--- config.mk ---
export PLATFORM = sky130hd
export DESIGN_NAME = mlfq_ctrl
export DESIGN_NICKNAME = d
export VERILOG_FILES = /design/src/rtl/mlfq_pkg.sv /design/src/rtl/mlfq_ctrl.sv
export SDC_FILE = /design/constraint.sdc
export NUM_CORES = 1
export LEC_CHECK = 0
export BUFFER_PORTS_ARGS = -buffer_cell sky130_fd_sc_hd__buf_4
export CORE_MARGIN = 4
export CORE_UTILIZATION = 40
export CTS_CLUSTER_DIAMETER = 200
export CTS_CLUSTER_SIZE = 14
export DETAILED_ROUTE_END_ITERATION = 12
export PLACE_DENSITY_LB_ADDON = 0.25
export SYNTH_ARGS = -nofsm -noshare
export SYNTH_HDL_FRONTEND = slang
export SYNTH_SLANG_ARGS = --single-unit
--- constraint.sdc ---
create_clock -name aclk -period 1.85 [get_ports aclk]
set_input_delay 0.555 -clock aclk [delete_from_list [all_inputs] [get_ports aclk]]
set_output_delay 0.555 -clock aclk [all_outputs]
set_load 0.02 [all_outputs]
--- src/rtl/mlfq_pkg.sv ---
package mlfq_pkg;

    // Sizing of the queue structure
    localparam int NUM_LEVELS = 8;
    localparam int MAX_JOBS   = 64;
    localparam int LVL_W      = 3;
    localparam int SLOT_W     = $clog2(MAX_JOBS);
    localparam int CNT_W      = SLOT_W + 1;
    localparam int FIFO_DEPTH = NUM_LEVELS * MAX_JOBS;

    // Port widths
    localparam int S_TDATA_W  = 112;
    localparam int M_TDATA_W  = 160;
    localparam int CFG_IDX_W  = 8;
    localparam int CFG_DATA_W = 16;

    // Register indexes
    localparam logic [CFG_IDX_W-1:0] CFG_BASE_QUANTUM   = 8'd0;
    localparam logic [CFG_IDX_W-1:0] CFG_BOOST_INTERVAL = 8'd1;

    // Result kinds
    localparam logic [1:0] OUT_IDLE    = 2'd0;
    localparam logic [1:0] OUT_ROTATE  = 2'd1;
    localparam logic [1:0] OUT_BLOCKED = 2'd2;
    localparam logic [1:0] OUT_DONE    = 2'd3;

    // Datapath operations issued by the controller
    localparam logic [4:0] OP_NONE      = 5'd0;
    localparam logic [4:0] OP_ACCEPT    = 5'd1;
    localparam logic [4:0] OP_E_READ    = 5'd2;
    localparam logic [4:0] OP_E_WRITE   = 5'd3;
    localparam logic [4:0] OP_BOOST     = 5'd4;
    localparam logic [4:0] OP_B_NEXTLVL = 5'd5;
    localparam logic [4:0] OP_B_FREAD   = 5'd6;
    localparam logic [4:0] OP_B_JREAD   = 5'd7;
    localparam logic [4:0] OP_B_JWRITE  = 5'd8;
    localparam logic [4:0] OP_S_START   = 5'd9;
    localparam logic [4:0] OP_S_NEXTLVL = 5'd10;
    localparam logic [4:0] OP_S_FREAD   = 5'd11;
    localparam logic [4:0] OP_S_JREAD   = 5'd12;
    localparam logic [4:0] OP_S_EVAL    = 5'd13;
    localparam logic [4:0] OP_POW       = 5'd14;
    localparam logic [4:0] OP_DEMOTE    = 5'd15;
    localparam logic [4:0] OP_RUN       = 5'd16;
    localparam logic [4:0] OP_UPDATE    = 5'd17;
    localparam logic [4:0] OP_IDLE_OUT  = 5'd18;

    // One job record as kept in the job memory
    typedef struct packed {
        logic [7:0]       id;
        logic [LVL_W-1:0] lvl;
        logic [31:0]      start;
        logic             started;
        logic [15:0]      work;
        logic [15:0]      quantum;
        logic             has_io;
        logic [15:0]      io_after;
        logic [15:0]      io_length;
    } job_rec_t;

    // Input transaction payload, lowest field in the lowest bits
    typedef struct packed {
        logic [2:0]  pad;
        logic [31:0] blocked_at;
        logic [15:0] io_length;
        logic [15:0] io_after;
        logic        has_io;
        logic [15:0] work_left;
        logic [15:0] quantum_left;
        logic [2:0]  level;
        logic        is_new;
        logic [7:0]  job_id;
    } in_item_t;

    // Result transaction payload, lowest field in the lowest bits
    typedef struct packed {
        logic [4:0]  pad;
        logic [15:0] out_work;
        logic [15:0] out_quantum;
        logic [2:0]  out_level;
        logic [31:0] ready_at;
        logic [31:0] first_run;
        logic [31:0] now_time;
        logic [15:0] ran_ticks;
        logic [7:0]  job_id_res;
    } out_item_t;

    typedef struct packed {
        logic [4:0] op;
    } mlfq_cmd_t;

    typedef struct packed {
        logic in_mode;
        logic in_queued;
        logic boost_due;
        logic k_lt_count;
        logic count_nz;
        logic lv_last;
        logic q_zero;
        logic pow_done;
        logic out_free;
    } mlfq_status_t;

endpackage

--- src/rtl/mlfq_ctrl.sv ---
module mlfq_ctrl (
    input  logic                  aclk,
    input  logic                  aresetn,
    input  logic                  s_tvalid,
    output logic                  s_tready,
    input  mlfq_pkg::mlfq_status_t status,
    output mlfq_pkg::mlfq_cmd_t    cmd
);
    import mlfq_pkg::*;

    localparam logic [4:0] ST_IDLE     = 5'd0;
    localparam logic [4:0] ST_E_RD     = 5'd1;
    localparam logic [4:0] ST_E_WR     = 5'd2;
    localparam logic [4:0] ST_D_CHK    = 5'd3;
    localparam logic [4:0] ST_B_LVL    = 5'd4;
    localparam logic [4:0] ST_B_JRD    = 5'd5;
    localparam logic [4:0] ST_B_JWR    = 5'd6;
    localparam logic [4:0] ST_S_LVL    = 5'd7;
    localparam logic [4:0] ST_S_JRD    = 5'd8;
    localparam logic [4:0] ST_S_EVAL   = 5'd9;
    localparam logic [4:0] ST_POW      = 5'd10;
    localparam logic [4:0] ST_RUN      = 5'd11;
    localparam logic [4:0] ST_UPD      = 5'd12;
    localparam logic [4:0] ST_IDLE_OUT = 5'd13;

    logic [4:0] state_reg;
    logic [4:0] state_next;

    assign s_tready = (state_reg == ST_IDLE);

    // Next state and the operation for the datapath in this cycle.
    always_comb begin
        state_next = state_reg;
        cmd.op     = OP_NONE;
        unique case (state_reg)
            ST_IDLE: begin
                if (s_tvalid) begin
                    cmd.op = OP_ACCEPT;
                    if (status.in_mode) begin
                        state_next = ST_D_CHK;
                    end else if (!status.in_queued) begin
                        state_next = ST_E_RD;
                    end
                end
            end
            ST_E_RD: begin
                cmd.op     = OP_E_READ;
                state_next = ST_E_WR;
            end
            ST_E_WR: begin
                cmd.op     = OP_E_WRITE;
                state_next = ST_IDLE;
            end
            ST_D_CHK: begin
                if (status.boost_due) begin
                    cmd.op     = OP_BOOST;
                    state_next = ST_B_LVL;
                end else begin
                    cmd.op     = OP_S_START;
                    state_next = ST_S_LVL;
                end
            end
            ST_B_LVL: begin
                if (status.k_lt_count) begin
                    cmd.op     = OP_B_FREAD;
                    state_next = ST_B_JRD;
                end else begin
                    cmd.op = OP_B_NEXTLVL;
                    if (status.lv_last) begin
                        state_next = ST_S_LVL;
                    end
                end
            end
            ST_B_JRD: begin
                cmd.op     = OP_B_JREAD;
                state_next = ST_B_JWR;
            end
            ST_B_JWR: begin
                cmd.op     = OP_B_JWRITE;
                state_next = ST_B_LVL;
            end
            ST_S_LVL: begin
                if (status.count_nz) begin
                    cmd.op     = OP_S_FREAD;
                    state_next = ST_S_JRD;
                end else if (status.lv_last) begin
                    state_next = ST_IDLE_OUT;
                end else begin
                    cmd.op = OP_S_NEXTLVL;
                end
            end
            ST_S_JRD: begin
                cmd.op     = OP_S_JREAD;
                state_next = ST_S_EVAL;
            end
            ST_S_EVAL: begin
                cmd.op     = OP_S_EVAL;
                state_next = status.q_zero ? ST_POW : ST_RUN;
            end
            ST_POW: begin
                if (status.pow_done) begin
                    cmd.op     = OP_DEMOTE;
                    state_next = ST_S_LVL;
                end else begin
                    cmd.op = OP_POW;
                end
            end
            ST_RUN: begin
                cmd.op     = OP_RUN;
                state_next = ST_UPD;
            end
            ST_UPD: begin
                if (status.out_free) begin
                    cmd.op     = OP_UPDATE;
                    state_next = ST_IDLE;
                end
            end
            ST_IDLE_OUT: begin
                if (status.out_free) begin
                    cmd.op     = OP_IDLE_OUT;
                    state_next = ST_IDLE;
                end
            end
            default: begin
                state_next = ST_IDLE;
            end
        endcase
    end

    always_ff @(posedge aclk) begin
        if (!aresetn) begin
            state_reg <= ST_IDLE;
        end else begin
            state_reg <= state_next;
        end
    end

endmodule

=== After elaboration in Yosys (flattened, before gate mapping) ===
Index checks and enable logic that the tools add are counted.

* Eq/ne operators: 19
* Multiplexer cells: 21
* Reductions and logical operators: 3

{| class="wikitable"
|+ Operators by type and width
! cell !! count
|-
| $pmux W5 S14 || 1
|-
| $pmux W5 S12 || 1
|-
| $mux W5 || 11
|-
| $eq A5 B4 Y1 const B || 6
|-
| $eq A5 B3 Y1 const B || 4
|-
| $mux W4 || 3
|-
| $eq A5 B2 Y1 const B || 2
|-
| $ne A3 B3 Y1 const B || 2
|-
| $reduce_and A6 Y1 || 1
|-
| $eq A5 B1 Y1 const B || 1
|-
| $logic_not A5 Y1 || 1
|-
| $mux W2 || 2
|-
| $ne A2 B2 Y1 const B || 2
|-
| $mux W1 || 3
|-
| $ne A3 B2 Y1 const B || 1
|-
| $ne A2 B1 Y1 const B || 1
|-
| $reduce_or A2 Y1 || 1
|}

* Register bits: 5
* Output and inout port bits: 6
* Logic and storage cells: 44

=== Longest topological paths before layout ===
* Word-level depth: 4
* Gate-level depth with buffers: 6
* Mapped depth without buffers: 4

=== Worst setup path after synthesis ===
Ideal clock, no wire load.

* Path type: register to output
* From: reg state_reg[3]
* To: out cmd[3] (netlist name)
* Arrival: 1.429 ns
* Data required time: 1.295 ns
* Setup slack: -0.134 ns
* Cell stages (with the launch flop): 5
* Buffers on the path: 2
* Path through: dfxtp_1 > clkbuf_1 > buf_1 > a21oi_1 > o21ai_0

{| class="wikitable"
|+ RTL lines
! element !! line !! text
|-
| from (decl) || mlfq_ctrl.sv:26 || <nowiki>logic [4:0] state_reg;</nowiki>
|-
| from (signal assigned) || mlfq_ctrl.sv:134 || <nowiki>state_reg <= state_next;</nowiki>
|-
| to (decl) || mlfq_ctrl.sv:7 || <nowiki>output mlfq_pkg::mlfq_cmd_t cmd</nowiki>
|}

==> results.ini <==
[critical_path]
cp_common_cell = buf_6
cp_max_fo = 2
crit_arrival_ps = 1490
worstPathRequired_ps = 1290
critPathMaxStageDelay_ps = 490
slowest_stage = or4bb_1
crit_type = in2out
start_kind = input port
path_buf_inv = 2
path_delay_family = simple AND/OR/NAND/NOR gates
end_kind = output port
crit_chain = buf_6 -> or4bb_1 -> nand2_1 -> o31a_1 -> buf_6

[floorplan]
pin_count = 18
die_area_sq_um = 2050
fp-row-count = 13
die_y_um = 45.3
start_util_pct = 42.7
die_w_um = 45.3
core-area_sq_um = 1300

[cells_and_area]
num-fill-cells = 89
fin_area_sq_um = 1030
area_delta_synth_final_pct = 84.9
antenna_cells = 0
final_common_cell = buf_4
largest_register_ffs = 4
final_cell_mix = buf_4 (35), buf_6 (9), nand2_1 (5), o21ai_0 (5)
drive_above_1_share_pct = 57.6
instances_no_fill = 133
fin_nets = 132

[timing]
hold_slack_ps = 619
finalCritPeriodShare_pct = 111
report.final.slew_viol_count = 0
fmax_mhz = 488
worst_slew_pin_slew_ps = 309
finalWorstSetupSlack_ps = -198
finalHoldViolCount = 0
setup_violations = 4
rsz0062_at_grt = true
finalCriticalPeriod_ps = 2050
clock_skew_ps = 5.14
relSlewSlack_pct = 79.2

[placed_design]
pre_cts_slack_ps = -206
hpwl_mm = 1.22
place_area_sq_um = 820
place_inst = 123
gp_congestion = 0.777
io_buffers = 17

[synth]
synthCells = 79
ys_types = 40
ys.warnings.count = 0
ys_seq_area_share_pct = 14.4
synth-main-ff-cell = dfxtp_1
syn_nets = 91
avgSynthCellArea_sq_um = 7.03
async_flop_share_pct = 0
synth_edf_count = 0
netlist_area_sq_um = 556
synth-seq-cells = 4

[clock_network]
cts_made_buffers = 3
cts_root_buf = clkbuf_4
clock_path_buffers = 2
cts-htree-levels = 1
ctsHoldBuffers = 0
worstSkewPairLatency_ps = 230
cts.clk_slew.worst_paths_ps = 40
clkSinkCount = 4
cts_tree = yes

[route]
wl_met2_mm = 1.02
viasPerCell = 5.89
routedWlPerCell_um = 15.5
wl_met3_um = 130
drc = 0
top_layer = met4
wl_met1_um = 899
drt_iter0_drc = 29
drt_pass1_iterations = 4
drt.antenna.violating_nets = 0
vias = 784
wirelength_mm = 2.07

[global_route]
grt.total_usage_pct = 21.1
antenna_found_initial = 0
grt_max_degree = 17
grt_pass1_wl_mm = 3.22
overflow = 0
grt_pass1_vias = 757

[status]
status = finished with violations
violations = negative setup slack

[flow_run]
cap_violations = 0

[worst_hold_path]
hold_path.class = in2reg

[power_and_ir_drop]
cellLeakagePower_uw = 0.000448
ir_worst_vdd_v = 0.000844
power_density_nw_per_um2 = 1140
total_power_uw = 1170

-- Yosys cell counts (2+ instances only) --
master,instances,area [sq um]
a211oi_1,3,22.5
a21boi_0,2,15.0
a21oi_1,4,20.0
buf_2,3,15.0
clkbuf_1,2,7.51
dfxtp_1,4,80.1
inv_1,3,11.3
mux2i_1,2,20.0
nand2_1,6,22.5
nand2b_1,3,18.8
nor2_1,4,15.0
nor2b_1,3,18.8
nor3b_1,2,15.0
o211ai_1,2,15.0
o21a_1,2,15.0
o21ai_0,7,35.0
o311ai_0,2,17.5
o31ai_1,2,15.0
or4bb_1,2,22.5
-- layer usage --
metal | vias up | global-route usage, %
li1 | 380 | -
met1 | 368 | 26.4
met2 | 34 | 34.7
met3 | 2 | 3.98
met4 | 0 | 9.36
met5 | - | 0
-- final cells by class --
cell class              instances  area, sq um  share of cell area, %
well taps                      15         18.8                   1.83
inverters                       3         11.3                   1.10
repair buffers                 44          364                   35.4
multi-input cells              64          515                   50.2
clock buffers                   3         22.5                   2.19
flip-flops and latches          4         95.1                   9.26
-- path summary, 6_finish.rpt --
path | from | endpoint | slack, ps | cells after the start
setup reg to reg | state_reg[1] | state_reg[1] | 150 | 7
hold reg to reg | state_reg[3] | state_reg[3] | 630 | 2
setup / recovery | status[6] | cmd[0] | -200 | 5
hold / removal | aresetn | state_reg[2] | 620 | 2
-- kinds of logic (layout without fill, tap and decap cells) --
group           Yosys count  count (layout)  share of synthesized area [%]
buf+inv                  11              50                           10.1
mux                       2               2                           3.60
compound gates           31              31                           37.8
simple gates             31              31                           34.0
flops                     4               4                           14.4
-- worst reg2reg max path: stages (launching register included) --
cell and delay (ps):
dfxtp_4 370, buf_6 140, buf_4 130, buf_4 120, nor4b_1 130, o21a_1 210
a221o_1 340, mux2i_1 140
-- metrics by stage --
stage               util (%)  TNS (ps)
floorplan                  -     -54.0
global placement        63.0      -451
detailed placement      63.0      -492
CTS                     73.4      -292
global route            78.9      -714
finish                  78.9      -345
-- power by group --
part           internal [uW]  total (uW)  switching [uW]
combinational            493         898             406
sequential               120         171            51.7
clock                   72.2         103            30.8
-- timing repair --
action,CTS,global route
cloned,0,0
pin swaps,6,1
setup endpoints to repair,6,6
resized for setup,27,11
buffers inserted,3,5
Note: power is estimated with default switching activity, not from simulation.
